==> config.mk <==
export PLATFORM = sky130hd
export DESIGN_NAME = adc_capture_sequencer_core_flat
export DESIGN_NICKNAME = d
export VERILOG_FILES = /design/src/sv/acs_pkg.sv /design/src/sv/acs_req_if.sv /design/src/sv/acs_rsp_if.sv /design/src/sv/acs_cfg_if.sv /design/src/sv/acs_ctrl.sv /design/src/sv/acs_datapath.sv /design/src/sv/adc_capture_sequencer_core.sv /design/src/flat_wrapper.sv
export SDC_FILE = /design/constraint.sdc
export NUM_CORES = 1
export LEC_CHECK = 0
export BUFFER_PORTS_ARGS = -buffer_cell sky130_fd_sc_hd__buf_2
export CORE_MARGIN = 10
export CORE_UTILIZATION = 49
export CTS_CLUSTER_DIAMETER = 60
export DETAILED_ROUTE_END_ITERATION = 10
export PLACE_DENSITY = 0.7
export SYNTH_ARGS = -nofsm -noshare
export SYNTH_HDL_FRONTEND = slang
export SYNTH_SLANG_ARGS = --single-unit
==> constraint.sdc <==
create_clock -name clk_i -period 8.9 [get_ports clk_i]
set_input_delay 1.78 -clock clk_i [delete_from_list [all_inputs] [get_ports clk_i]]
set_output_delay 1.78 -clock clk_i [all_outputs]
set_load 0.02 [all_outputs]
==> src/sv/acs_pkg.sv <==
`default_nettype none

package acs_pkg;

  // Number of converter channels that are handled.
  localparam int unsigned CHANNELS = 8;
  localparam int unsigned CH_W     = (CHANNELS > 1) ? $clog2(CHANNELS) : 1;

  // Fixed field widths of the request and result items.
  localparam int unsigned NUM_WORDS = 8;
  localparam int unsigned WORD_W    = 16;
  localparam int unsigned FRAME_W   = 16;
  localparam int unsigned MASK_W    = 8;
  localparam int unsigned OP_W      = 2;
  localparam int unsigned IDX_W     = 3;
  localparam int unsigned BYTE_W    = 8;

  // Operation codes.
  localparam logic [OP_W-1:0] OP_START = 2'd0;
  localparam logic [OP_W-1:0] OP_TICK  = 2'd1;
  localparam logic [OP_W-1:0] OP_DATA  = 2'd2;

  // Reset value of the channel mask: channel 0 only.
  localparam logic [MASK_W-1:0] MASK_RESET = 8'h01;

  // Commands from the controller to the datapath.
  typedef struct packed {
    logic do_start;
    logic do_overrun;
    logic do_strobe;
    logic do_data;
    logic emit_sample;
    logic emit_empty;
  } acs_cmd_t;

  // Status from the datapath to the controller.
  typedef struct packed {
    logic pending;
    logic frames_zero;
    logic rem_zero;
    logic rem_single;
    logic out_free;
  } acs_sts_t;

  // Reverses the bit order of the low byte and keeps the high byte.
  function automatic logic [WORD_W-1:0] fix_low_byte(input logic [WORD_W-1:0] w);
    logic [WORD_W-1:0] r;
    r = w;
    for (int b = 0; b < BYTE_W; b++) begin
      r[b] = w[BYTE_W-1-b];
    end
    return r;
  endfunction

endpackage

`default_nettype wire

==> src/sv/acs_req_if.sv <==
`default_nettype none

interface acs_req_if;
  import acs_pkg::*;

  logic                valid;
  logic                ready;
  logic [OP_W-1:0]     operation;
  logic [FRAME_W-1:0]  frame_count;
  logic [WORD_W-1:0]   raw_word_0;
  logic [WORD_W-1:0]   raw_word_1;
  logic [WORD_W-1:0]   raw_word_2;
  logic [WORD_W-1:0]   raw_word_3;
  logic [WORD_W-1:0]   raw_word_4;
  logic [WORD_W-1:0]   raw_word_5;
  logic [WORD_W-1:0]   raw_word_6;
  logic [WORD_W-1:0]   raw_word_7;

  modport source (
    output valid, operation, frame_count,
    output raw_word_0, raw_word_1, raw_word_2, raw_word_3,
    output raw_word_4, raw_word_5, raw_word_6, raw_word_7,
    input  ready
  );

  modport sink (
    input  valid, operation, frame_count,
    input  raw_word_0, raw_word_1, raw_word_2, raw_word_3,
    input  raw_word_4, raw_word_5, raw_word_6, raw_word_7,
    output ready
  );

endinterface

`default_nettype wire

==> src/sv/acs_rsp_if.sv <==
`default_nettype none

interface acs_rsp_if;
  import acs_pkg::*;

  logic               valid;
  logic               ready;
  logic               start_conversion;
  logic               sample_valid;
  logic [WORD_W-1:0]  sample_value;
  logic [IDX_W-1:0]   channel_index;
  logic               last_of_frame;
  logic               run_done;
  logic               overrun;

  modport source (
    output valid, start_conversion, sample_valid, sample_value,
    output channel_index, last_of_frame, run_done, overrun,
    input  ready
  );

  modport sink (
    input  valid, start_conversion, sample_valid, sample_value,
    input  channel_index, last_of_frame, run_done, overrun,
    output ready
  );

endinterface

`default_nettype wire

==> src/sv/acs_cfg_if.sv <==
`default_nettype none

interface acs_cfg_if;
  import acs_pkg::*;

  logic               valid;
  logic               ready;
  logic [MASK_W-1:0]  data;

  modport source (
    output valid, data,
    input  ready
  );

  modport sink (
    input  valid, data,
    output ready
  );

endinterface

`default_nettype wire

==> src/sv/acs_ctrl.sv <==
`default_nettype none

module acs_ctrl (
  input  wire logic                    clk_i,
  input  wire logic                    rst_ni,
  input  wire logic                    req_valid_i,
  input  wire logic [acs_pkg::OP_W-1:0] req_op_i,
  output logic                         req_ready_o,
  input  wire acs_pkg::acs_sts_t       sts_i,
  output acs_pkg::acs_cmd_t            cmd_o
);
  import acs_pkg::*;

  localparam logic ST_IDLE = 1'b0;
  localparam logic ST_EMIT = 1'b1;

  logic state_q, state_d;
  logic accept;

  // Requests are taken only when idle and the result register can take a new result.
  assign req_ready_o = (state_q == ST_IDLE) && sts_i.out_free;
  assign accept      = req_valid_i && req_ready_o;

  always_comb begin
    state_d = state_q;
    cmd_o   = '0;
    unique case (state_q)
      ST_IDLE: begin
        if (accept) begin
          unique case (req_op_i)
            OP_START: begin
              cmd_o.do_start = 1'b1;
            end
            OP_TICK: begin
              if (sts_i.pending) begin
                cmd_o.do_overrun = 1'b1;
              end else if (!sts_i.frames_zero) begin
                cmd_o.do_strobe = 1'b1;
              end
            end
            OP_DATA: begin
              if (sts_i.pending) begin
                cmd_o.do_data = 1'b1;
                state_d       = ST_EMIT;
              end
            end
            default: begin
              // The unused code is dropped without any effect.
            end
          endcase
        end
      end
      ST_EMIT: begin
        if (sts_i.out_free) begin
          if (sts_i.rem_zero) begin
            cmd_o.emit_empty = 1'b1;
            state_d          = ST_IDLE;
          end else begin
            cmd_o.emit_sample = 1'b1;
            if (sts_i.rem_single) begin
              state_d = ST_IDLE;
            end
          end
        end
      end
      default: begin
        state_d = ST_IDLE;
      end
    endcase
  end

  always_ff @(posedge clk_i or negedge rst_ni) begin
    if (!rst_ni) begin
      state_q <= ST_IDLE;
    end else begin
      state_q <= state_d;
    end
  end

endmodule

`default_nettype wire

==> src/sv/acs_datapath.sv <==
`default_nettype none

module acs_datapath (
  input  wire logic                          clk_i,
  input  wire logic                          rst_ni,
  input  wire acs_pkg::acs_cmd_t             cmd_i,
  output acs_pkg::acs_sts_t                  sts_o,
  input  wire logic [acs_pkg::FRAME_W-1:0]   frame_count_i,
  input  wire logic [acs_pkg::WORD_W-1:0]    raw_words_i [acs_pkg::NUM_WORDS],
  input  wire logic                          cfg_write_i,
  input  wire logic [acs_pkg::MASK_W-1:0]    cfg_data_i,
  input  wire logic                          out_ready_i,
  output logic                               out_valid_o,
  output logic                               out_start_conversion_o,
  output logic                               out_sample_valid_o,
  output logic [acs_pkg::WORD_W-1:0]         out_sample_value_o,
  output logic [acs_pkg::IDX_W-1:0]          out_channel_index_o,
  output logic                               out_last_of_frame_o,
  output logic                               out_run_done_o,
  output logic                               out_overrun_o
);
  import acs_pkg::*;

  // Run state.
  logic [FRAME_W-1:0]  frames_left_q;
  logic                pending_q;
  logic                overrun_q;
  logic [MASK_W-1:0]   mask_q;

  // Frame being emitted.
  logic [WORD_W-1:0]   raw_q [CHANNELS];
  logic [CHANNELS-1:0] rem_q;
  logic                done_q;

  // Result register.
  logic                valid_q;
  logic                start_conversion_q;
  logic                sample_valid_q;
  logic [WORD_W-1:0]   sample_value_q;
  logic [IDX_W-1:0]    channel_index_q;
  logic                last_of_frame_q;
  logic                run_done_q;
  logic                overrun_out_q;

  logic [CHANNELS-1:0] low_bit;
  logic [CHANNELS-1:0] rem_next;
  logic [CH_W-1:0]     sel_idx;
  logic                load;

  assign low_bit  = rem_q & (~rem_q + 1'b1);
  assign rem_next = rem_q & ~low_bit;

  // Lowest enabled channel still to be sent.
  always_comb begin
    sel_idx = '0;
    for (int c = CHANNELS - 1; c >= 0; c--) begin
      if (rem_q[c]) begin
        sel_idx = CH_W'(c);
      end
    end
  end

  assign load = cmd_i.do_strobe || cmd_i.emit_sample || cmd_i.emit_empty;

  assign sts_o.pending     = pending_q;
  assign sts_o.frames_zero = (frames_left_q == '0);
  assign sts_o.rem_zero    = (rem_q == '0);
  assign sts_o.rem_single  = (rem_q != '0) && (rem_next == '0);
  assign sts_o.out_free    = !valid_q || out_ready_i;

  always_ff @(posedge clk_i or negedge rst_ni) begin
    if (!rst_ni) begin
      frames_left_q <= '0;
      pending_q     <= 1'b0;
      overrun_q     <= 1'b0;
      mask_q        <= MASK_RESET;
      rem_q         <= '0;
      valid_q       <= 1'b0;
    end else begin
      if (cfg_write_i) begin
        mask_q <= cfg_data_i;
      end
      if (cmd_i.do_start) begin
        frames_left_q <= frame_count_i;
        overrun_q     <= 1'b0;
      end
      if (cmd_i.do_overrun) begin
        overrun_q <= 1'b1;
      end
      if (cmd_i.do_strobe) begin
        pending_q <= 1'b1;
      end
      if (cmd_i.do_data) begin
        pending_q <= 1'b0;
        rem_q     <= mask_q[CHANNELS-1:0];
        if (frames_left_q != '0) begin
          frames_left_q <= frames_left_q - 1'b1;
        end
      end
      if (cmd_i.emit_sample) begin
        rem_q <= rem_next;
      end
      if (load) begin
        valid_q <= 1'b1;
      end else if (out_ready_i) begin
        valid_q <= 1'b0;
      end
    end
  end

  always_ff @(posedge clk_i) begin
    if (cmd_i.do_data) begin
      done_q <= (frames_left_q == FRAME_W'(1));
      for (int c = 0; c < CHANNELS; c++) begin
        raw_q[c] <= raw_words_i[c];
      end
    end
    if (load) begin
      start_conversion_q <= cmd_i.do_strobe;
      sample_valid_q     <= cmd_i.emit_sample;
      sample_value_q     <= cmd_i.emit_sample ? fix_low_byte(raw_q[sel_idx]) : '0;
      channel_index_q    <= cmd_i.emit_sample ? IDX_W'(sel_idx) : '0;
      last_of_frame_q    <= cmd_i.emit_empty || (cmd_i.emit_sample && rem_next == '0);
      run_done_q         <= (cmd_i.emit_empty || (cmd_i.emit_sample && rem_next == '0))
                            && done_q;
      overrun_out_q      <= overrun_q;
    end
  end

  assign out_valid_o            = valid_q;
  assign out_start_conversion_o = start_conversion_q;
  assign out_sample_valid_o     = sample_valid_q;
  assign out_sample_value_o     = sample_value_q;
  assign out_channel_index_o    = channel_index_q;
  assign out_last_of_frame_o    = last_of_frame_q;
  assign out_run_done_o         = run_done_q;
  assign out_overrun_o          = overrun_out_q;

  a_strobe_sets_pending: assert property (@(posedge clk_i) disable iff (!rst_ni)
    cmd_i.do_strobe |=> pending_q)
    else $error("strobe did not mark a conversion pending");

  a_data_clears_pending: assert property (@(posedge clk_i) disable iff (!rst_ni)
    cmd_i.do_data |=> !pending_q)
    else $error("data did not clear the pending conversion");

  a_sample_clears_one: assert property (@(posedge clk_i) disable iff (!rst_ni)
    cmd_i.emit_sample |=> ($countones(rem_q) + 1) == $past($countones(rem_q)))
    else $error("sample emission did not retire exactly one channel");

  a_empty_only_when_done: assert property (@(posedge clk_i) disable iff (!rst_ni)
    cmd_i.emit_empty |-> (rem_q == '0))
    else $error("empty frame result issued with channels still pending");

  a_frames_never_grow: assert property (@(posedge clk_i) disable iff (!rst_ni)
    !$past(cmd_i.do_start) |-> frames_left_q <= $past(frames_left_q))
    else $error("frame counter grew without a start request");

endmodule

`default_nettype wire

==> src/sv/adc_capture_sequencer_core.sv <==
`default_nettype none

// Capture-run sequencer for an eight-channel parallel converter. A start request loads
// the number of frames to capture and clears the overrun flag; it produces no result.
// A tick request either flags an overrun (a conversion is still pending), does nothing
// (no frames remain), or produces one result with start_conversion set and marks a
// conversion pending. A data request that arrives while a conversion is pending counts
// the frame down, clears the pending mark and produces one result per channel enabled in
// the channel mask, in ascending channel order, with the low byte of each raw word
// bit-reversed; the final result of the frame has last_of_frame set, and run_done when it
// ended the run. With an empty mask a data request still produces one result that only
// marks the end of the frame. A data request is first captured; its results then leave
// through a single result register, one per cycle while the result side does not stall.
// A new request is taken only while no frame is being sent and the result register is
// free or being drained. The channel mask register accepts a write in every cycle and
// should be written only while the block is idle.
module adc_capture_sequencer_core (
  input  wire logic clk_i,
  input  wire logic rst_ni,
  acs_req_if.sink   req_i,
  acs_rsp_if.source rsp_o,
  acs_cfg_if.sink   cfg_i
);
  import acs_pkg::*;

  acs_cmd_t    cmd;
  acs_sts_t    sts;
  logic [WORD_W-1:0] raw_words [NUM_WORDS];

  // The mask register is a plain flop, so a write is always taken.
  assign cfg_i.ready = 1'b1;

  // Gather the request's bus words so the datapath can index them by channel.
  assign raw_words[0] = req_i.raw_word_0;
  assign raw_words[1] = req_i.raw_word_1;
  assign raw_words[2] = req_i.raw_word_2;
  assign raw_words[3] = req_i.raw_word_3;
  assign raw_words[4] = req_i.raw_word_4;
  assign raw_words[5] = req_i.raw_word_5;
  assign raw_words[6] = req_i.raw_word_6;
  assign raw_words[7] = req_i.raw_word_7;

  // The controller decodes requests and walks the frame; it drives the request ready.
  acs_ctrl u_ctrl (
    .clk_i       (clk_i),
    .rst_ni      (rst_ni),
    .req_valid_i (req_i.valid),
    .req_op_i    (req_i.operation),
    .req_ready_o (req_i.ready),
    .sts_i       (sts),
    .cmd_o       (cmd)
  );

  // The datapath holds the run state, the captured frame and the result register.
  acs_datapath u_datapath (
    .clk_i                  (clk_i),
    .rst_ni                 (rst_ni),
    .cmd_i                  (cmd),
    .sts_o                  (sts),
    .frame_count_i          (req_i.frame_count),
    .raw_words_i            (raw_words),
    .cfg_write_i            (cfg_i.valid),
    .cfg_data_i             (cfg_i.data),
    .out_ready_i            (rsp_o.ready),
    .out_valid_o            (rsp_o.valid),
    .out_start_conversion_o (rsp_o.start_conversion),
    .out_sample_valid_o     (rsp_o.sample_valid),
    .out_sample_value_o     (rsp_o.sample_value),
    .out_channel_index_o    (rsp_o.channel_index),
    .out_last_of_frame_o    (rsp_o.last_of_frame),
    .out_run_done_o         (rsp_o.run_done),
    .out_overrun_o          (rsp_o.overrun)
  );

endmodule

`default_nettype wire
==> src/flat_wrapper.sv <==
// flat-port wrapper written by rule: the top's interface ports become plain ports
module adc_capture_sequencer_core_flat import acs_pkg::*;
  (clk_i, rst_ni, req_i_valid, req_i_operation, req_i_frame_count, req_i_raw_word_0, req_i_raw_word_1, req_i_raw_word_2, req_i_raw_word_3, req_i_raw_word_4, req_i_raw_word_5, req_i_raw_word_6, req_i_raw_word_7, req_i_ready, rsp_o_valid, rsp_o_start_conversion, rsp_o_sample_valid, rsp_o_sample_value, rsp_o_channel_index, rsp_o_last_of_frame, rsp_o_run_done, rsp_o_overrun, rsp_o_ready, cfg_i_valid, cfg_i_data, cfg_i_ready);
  acs_req_if req_i_i ();
  acs_rsp_if rsp_o_i ();
  acs_cfg_if cfg_i_i ();
  input  wire logic clk_i;
  input  wire logic rst_ni;
  input wire logic [$bits(req_i_i.valid)-1:0] req_i_valid;
  input wire logic [$bits(req_i_i.operation)-1:0] req_i_operation;
  input wire logic [$bits(req_i_i.frame_count)-1:0] req_i_frame_count;
  input wire logic [$bits(req_i_i.raw_word_0)-1:0] req_i_raw_word_0;
  input wire logic [$bits(req_i_i.raw_word_1)-1:0] req_i_raw_word_1;
  input wire logic [$bits(req_i_i.raw_word_2)-1:0] req_i_raw_word_2;
  input wire logic [$bits(req_i_i.raw_word_3)-1:0] req_i_raw_word_3;
  input wire logic [$bits(req_i_i.raw_word_4)-1:0] req_i_raw_word_4;
  input wire logic [$bits(req_i_i.raw_word_5)-1:0] req_i_raw_word_5;
  input wire logic [$bits(req_i_i.raw_word_6)-1:0] req_i_raw_word_6;
  input wire logic [$bits(req_i_i.raw_word_7)-1:0] req_i_raw_word_7;
  output wire logic [$bits(req_i_i.ready)-1:0] req_i_ready;
  output wire logic [$bits(rsp_o_i.valid)-1:0] rsp_o_valid;
  output wire logic [$bits(rsp_o_i.start_conversion)-1:0] rsp_o_start_conversion;
  output wire logic [$bits(rsp_o_i.sample_valid)-1:0] rsp_o_sample_valid;
  output wire logic [$bits(rsp_o_i.sample_value)-1:0] rsp_o_sample_value;
  output wire logic [$bits(rsp_o_i.channel_index)-1:0] rsp_o_channel_index;
  output wire logic [$bits(rsp_o_i.last_of_frame)-1:0] rsp_o_last_of_frame;
  output wire logic [$bits(rsp_o_i.run_done)-1:0] rsp_o_run_done;
  output wire logic [$bits(rsp_o_i.overrun)-1:0] rsp_o_overrun;
  input wire logic [$bits(rsp_o_i.ready)-1:0] rsp_o_ready;
  input wire logic [$bits(cfg_i_i.valid)-1:0] cfg_i_valid;
  input wire logic [$bits(cfg_i_i.data)-1:0] cfg_i_data;
  output wire logic [$bits(cfg_i_i.ready)-1:0] cfg_i_ready;
  assign req_i_i.valid = req_i_valid;
  assign req_i_i.operation = req_i_operation;
  assign req_i_i.frame_count = req_i_frame_count;
  assign req_i_i.raw_word_0 = req_i_raw_word_0;
  assign req_i_i.raw_word_1 = req_i_raw_word_1;
  assign req_i_i.raw_word_2 = req_i_raw_word_2;
  assign req_i_i.raw_word_3 = req_i_raw_word_3;
  assign req_i_i.raw_word_4 = req_i_raw_word_4;
  assign req_i_i.raw_word_5 = req_i_raw_word_5;
  assign req_i_i.raw_word_6 = req_i_raw_word_6;
  assign req_i_i.raw_word_7 = req_i_raw_word_7;
  assign req_i_ready = req_i_i.ready;
  assign rsp_o_valid = rsp_o_i.valid;
  assign rsp_o_start_conversion = rsp_o_i.start_conversion;
  assign rsp_o_sample_valid = rsp_o_i.sample_valid;
  assign rsp_o_sample_value = rsp_o_i.sample_value;
  assign rsp_o_channel_index = rsp_o_i.channel_index;
  assign rsp_o_last_of_frame = rsp_o_i.last_of_frame;
  assign rsp_o_run_done = rsp_o_i.run_done;
  assign rsp_o_overrun = rsp_o_i.overrun;
  assign rsp_o_i.ready = rsp_o_ready;
  assign cfg_i_i.valid = cfg_i_valid;
  assign cfg_i_i.data = cfg_i_data;
  assign cfg_i_ready = cfg_i_i.ready;
  adc_capture_sequencer_core u_core (.clk_i(clk_i), .rst_ni(rst_ni), .req_i(req_i_i), .rsp_o(rsp_o_i), .cfg_i(cfg_i_i));
endmodule
# Yosys cells after proc, flatten, opt, wreduce, memory -nomap -nowiden
# Memories as Yosys holds them, arrays and structs flattened. A register that Yosys moved wholly into a read port is not among the register bits.
# Index checks and enable logic that the tools add are counted.
[totals]
reg_bits = 45
mem_bits_rw = 128
elab_cells = 84
memories = 1
[mem_list]
columns = ["memory", "depth", "word_bits", "read_ports", "rd_ports_with_merged_regs", "wr", "line_no", "source"]
rows = [
  ["u_core.u_datapath.raw_q", 8, 16, 1, 1, 8, "acs_datapath.sv:31", "logic [WORD_W-1:0] raw_q [CHANNELS];"],
]
[op_classes]
addsub = 2
eq_ne = 3
n_mux = 38
bitwise = 5
reduce_logical = 21
[op_table]
columns = ["operator", "n"]
rows = [
  ["16-bit two-way mux", 3],
  ["3-bit two-way mux", 8],
  ["1-bit two-way mux", 19],
  ["8-bit AND", 2],
  ["16-bit by 1-bit == test with 1-bit output (second input constant)", 1],
  ["16-bit logical NOT", 1],
  ["8-bit logical NOT", 2],
  ["8-bit two-way mux", 2],
  ["8-bit NOT", 2],
  ["16-bit nonzero test", 1],
  ["16-bit by 1-bit subtractor with 16-bit output (second input constant)", 1],
  ["8-bit by 1-bit adder with 8-bit output (second input constant)", 1],
  ["4-bit two-way mux", 2],
  ["2-bit nonzero test", 4],
  ["8-bit nonzero test", 1],
  ["2-bit two-way mux", 3],
  ["1-bit logical AND", 5],
  ["1-bit logical OR", 4],
  ["2-bit by 1-bit == test with 1-bit output (second input constant)", 1],
  ["2-bit == test (second input constant)", 1],
  ["1-bit logical NOT", 2],
  ["2-bit logical NOT", 1],
  ["1-bit one-hot mux with 2 select lines", 1],
  ["1-bit NOT", 1],
]

# Longest topological paths before layout
[depth]
ltp_word = 11
depth_mapped = 8
mapped_depth_nobuf = 7

# Modules after synthesis
# From an unflattened synthesis, not the netlist that was laid out.
[hier_totals]
hier_cells = 537
hier_area_um2 = 7743.7
[by_module_without_submodules]
columns = ["mod", "n_inst", "cells_per_inst", "area_each_um2", "seq_area_each_um2"]
rows = [
  ["acs_datapath", 1, 519, 7596.0, 5471.5],
  ["acs_ctrl", 1, 16, 136.4, 25.0],
  ["adc_capture_sequencer_core", 1, 2, 11.3, 0.0],
]

# Worst setup path before layout
# Ideal clock, no wire load.
[synth_path]
path_type = "input port to flip-flop"
startpoint = "input port rsp_o_ready"
endpoint = "register u_core.u_datapath.frames_left_q[11]"
arrival_ns = 4.807
path_slack_ns = 4.028
cell_stages = 8
cell_sequence = "nand2b_1 > clkbuf_1 > nand3_1 > inv_1 > buf_2 > a21oi_1 > a21oi_1 > o221a_2"
[synth_between]
elab_chain_cells = 8
[synth_rtl]
columns = ["element", "line_no", "source"]
rows = [
  ["start, declared", "flat_wrapper.sv:29", "input wire logic [$bits(rsp_o_i.ready)-1:0] rsp_o_ready;"],
  ["1-bit logical OR (*)", "acs_datapath.sv:69", "assign sts_o.out_free = !valid_q || out_ready_i;"],
  ["1-bit logical AND (*)", "acs_ctrl.sv:21", "assign req_ready_o = (state_q == ST_IDLE) && sts_i.out_free;"],
  ["1-bit logical AND (*)", "acs_ctrl.sv:22", "assign accept = req_valid_i && req_ready_o;"],
  ["4-bit two-way mux (*)", "acs_ctrl.sv:29", "if (accept) begin"],
  ["4-bit two-way mux (*)", "acs_ctrl.sv:27", "unique case (state_q)"],
  ["16-bit two-way mux", "acs_datapath.sv:83", "if (cmd_i.do_start) begin"],
  ["16-bit two-way mux", "acs_datapath.sv:96", "if (frames_left_q != '0) begin"],
  ["16-bit two-way mux (*)", "acs_datapath.sv:93", "if (cmd_i.do_data) begin"],
  ["end signal, assigned", "acs_datapath.sv:84", "frames_left_q <= frame_count_i;"],
  ["end signal, assigned", "acs_datapath.sv:97", "frames_left_q <= frames_left_q - 1'b1;"],
  ["end, declared", "acs_datapath.sv:25", "logic [FRAME_W-1:0] frames_left_q;"],
]
# Mark *: on every way between the ends. The rest lies on a longest branch, timed or not.
# A chain may end at the register's enable or synchronous reset.

# Final worst setup path
[layout_path]
startpoint = "input port rsp_o_ready"
endpoint = "output port req_i_ready"
[layout_between]
elab_chain_cells = 2
[layout_rtl]
columns = ["element", "line_no", "source"]
rows = [
  ["1-bit logical OR", "acs_datapath.sv:69", ""],
  ["1-bit logical AND", "acs_ctrl.sv:21", ""],
  ["end, declared", "flat_wrapper.sv:20", "output wire logic [$bits(req_i_i.ready)-1:0] req_i_ready;"],
]
# Every way passes these cells.

==> results.toml <==
[status]
outcome = "complete, no violations"

[sta]
drv_slew = 0
rsz0062_at_grt = "false"
fin_tns_setup_ns = 0
setup_viol = 0
min_period_over_period_pct = 45.6
max_freq_mhz = 246
hold_viol_final = 0
worst-slew-pin-transition_ns = 1.08
final.min_clock_period_ns = 4.06
slew_headroom_pct = 28.2
finClkSkew_ns = 0.0148
fin_hold_ws_ns = 0.503

[setup_path]
cp-end-kind = "primary output"
crit_path_end = "req_i_ready"
crit_arrival_ns = 2.28
path_max_fanout = 2
worstPathRequired_ns = 7.12
path_class = "input pin to primary output"
rr_startpoint = "u_core.u_datapath.pending_q"
r2r_slack_ns = 5.85
reg2reg_depth = 4
cp-startpoint = "rsp_o_ready"
critPathLaunchType = "input pin"
reg2reg_to = "u_core.u_datapath.raw_q[5][12]"

[place]
io_buffer_count = 184
dp_cells = 956
globalplace.congestion = 0.886
dpl.hpwl_um = 15100

[yosys]
synth_top_family_by_area = "compound AO/OA/AOI/OAI gates"
syn-cell-area_um2 = 7970
synth_xor_area_share_pct = 0
ys.flop_type = "edfxtp_1"
synth-simple-area-share_pct = 9.92
synthMuxAreaShare_pct = 3.53
synth_edf_count = 153
async_flop_share_pct = 19.0
ys_types = 56
synth_fa_ha_area_share_pct = 0.596
synth_nets = 752
ys_seq_area_share_pct = 68.9
syn-instance-count = 590
synth_area_per_cell_um2 = 13.5
yosys_warnings = 0
ys_seq_elements = 189
synth_compound_area_share_pct = 14.3

[clocking]
cts_made_buffers = 17
clk_pin_slew_worst_paths_ns = 0.07
cts.sinks = 189
ctsResizeCount = 0
cts_tree = "done"
cts-root-buf = "clkbuf_16"
cts_setup_buffers = 0
cts_buffer_depth = 2
insertion_delay_ns = 0.44
htree_levels = 4
cts_hold_buf = 0

[detailed_routing]
via_count = 5769
avgViaCountPerCell = 5.84
first_pass_iters = 5
drtAntennaViolNets = 0
wl_per_cell_um = 22.0
drc = 0
wl_um = 21700
drt_iter0_markers = 614

[hold_path]
min_path_type = "flop to flop"

[global_route]
grtUsageTotal_pct = 19.5
grt_remaining_overflow = 0
grt_pass1_vias = 5918
grt_busiest_layer = "met2"
met2_usage_pct = 31.9
grt_max_degree = 89
grt_pass1_wl_um = 33100
use_met1_pct = 24.7
antenna_found_initial = 0
met3_usage_pct = 6.01

[layout]
layout-drive-gt1-share_pct = 34.1
fin_cells = 988
synthToLayoutAreaGrowth_pct = 20.5
fin_nets = 921
final_common_cell = "buf_2"
layout_common_cells = "buf_2, edfxtp_1, o21ai_0"
diodes = 0

[die]
die-area_um2 = 21800
start_util_pct = 50.0
die_w_um = 148
rows = 46
ios = 186
core_um2 = 15900
die_y_um = 148

[power]
vdd_drop_max_uv = 323
finalPower_mw = 3.00
powerDensity_nw_per_um2 = 312
leakage_nw = 3.69

[job]
drv_cap = 0
worst min-delay path by stage:
stage,cells after the start,slack (ns),endpoint,start
3_3_place_gp,0,0.49,u_core.u_datapath.out_overrun_o,u_core.u_datapath.overrun_q
6_report,0,0.50,u_core.u_datapath.out_overrun_o,u_core.u_datapath.overrun_q
3_5_place_dp,0,0.48,u_core.u_datapath.out_overrun_o,u_core.u_datapath.overrun_q
2_1_floorplan,0,0.43,u_core.u_datapath.out_overrun_o,u_core.u_datapath.overrun_q
4_1_cts,0,0.49,u_core.u_datapath.out_overrun_o,u_core.u_datapath.overrun_q
5_1_grt,0,0.53,u_core.u_datapath.out_overrun_o,u_core.u_datapath.overrun_q
per-stage QoR:
stage	util, %	setup WS (ns)	cell area (µm²)
after detailed placement	56.8	4.42	9050
after CTS	60.3	4.84	9610
after global routing	60.3	4.62	9610
after floorplan	-	4.03	7970
after global placement	56.8	4.57	9050
final	60.3	4.84	9610
where the power goes:
group / leakage [nW] / total (mW) / internal, mW / switching (mW)
clock network: 0.271 / 0.730 / 0.391 / 0.339
logic: 1.60 / 1.02 / 0.343 / 0.678
registers: 1.82 / 1.25 / 1.12 / 0.120
cells in the mapped netlist (3+ instances only):
cell      count  area share, %
o221a_2       4           0.56
nand2_1      13           0.61
edfxtp_1    153             58
and4_1        3           0.33
nor4_1        4           0.31
nand2b_1      3           0.24
a21oi_1      46            2.9
dfrtp_1      35             11
a22o_1        7           0.77
nor3_1        9           0.56
nor2_1       29            1.4
buf_2         4           0.25
mux2_2       25            3.5
o21a_1        4           0.38
nand4_1       3           0.24
ha_1          3           0.47
o21ai_0      64            4.0
nand3_1      57            3.6
a21boi_0     16            1.5
nor4_2        3           0.47
inv_1         9           0.42
a311oi_1      6           0.66
clkbuf_1     32            1.5
a2111o_1     16            2.3
worst max-delay path: stages:
cell	delay (ns)
buf_2	0.10
nor2b_1	0.16
nor2_1	0.07
buf_2	0.17
state kept, by name (all words and copies together) (netlist names):
register / flops
u_core.u_datapath.out_sample_value_o: 16
u_core.u_datapath.mask_q: 8
u_core.u_datapath.out_channel_index_o: 3
u_core.u_datapath.overrun_q: 1
u_core.u_datapath.out_overrun_o: 1
u_core.u_datapath.out_last_of_frame_o: 1
u_core.u_datapath.frames_left_q: 16
u_core.u_datapath.out_start_conversion_o: 1
u_core.u_datapath.pending_q: 1
u_core.u_datapath.raw_q: 128
u_core.u_datapath.out_run_done_o: 1
u_core.u_datapath.out_valid_o: 1
u_core.u_ctrl.state_q: 1
u_core.u_datapath.done_q: 1
u_core.u_datapath.out_sample_valid_o: 1
u_core.u_datapath.rem_q: 8
cell type report:
cell class,instances,area [µm²]
Clock buffer,18,429
Clock inverter,14,133
Fill cell,1271,6330
Inverter,9,36.3
Multi-Input combinational cell,352,2280
Sequential cell,189,5500
Tap cell,216,270
Timing Repair Buffer,190,966
layer usage:
metal / wire, µm / vias up
met3: 1940 / 17
met1: 8840 / 2823
met4: 208 / 0
met2: 10700 / 302
li1: - / 2627
met5: 0 / -
cell families (layout without fill, tap and decap cells):
group           count (synthesis)  count (layout)
fa+ha+maj                       4               4
flops                         189             189
compound gates                175             175
buf+inv                        49             231
other cells                     1               1
simple gates                  147             147
mux                            25              25
No activity file was read; power rests on OpenSTA's default activity.
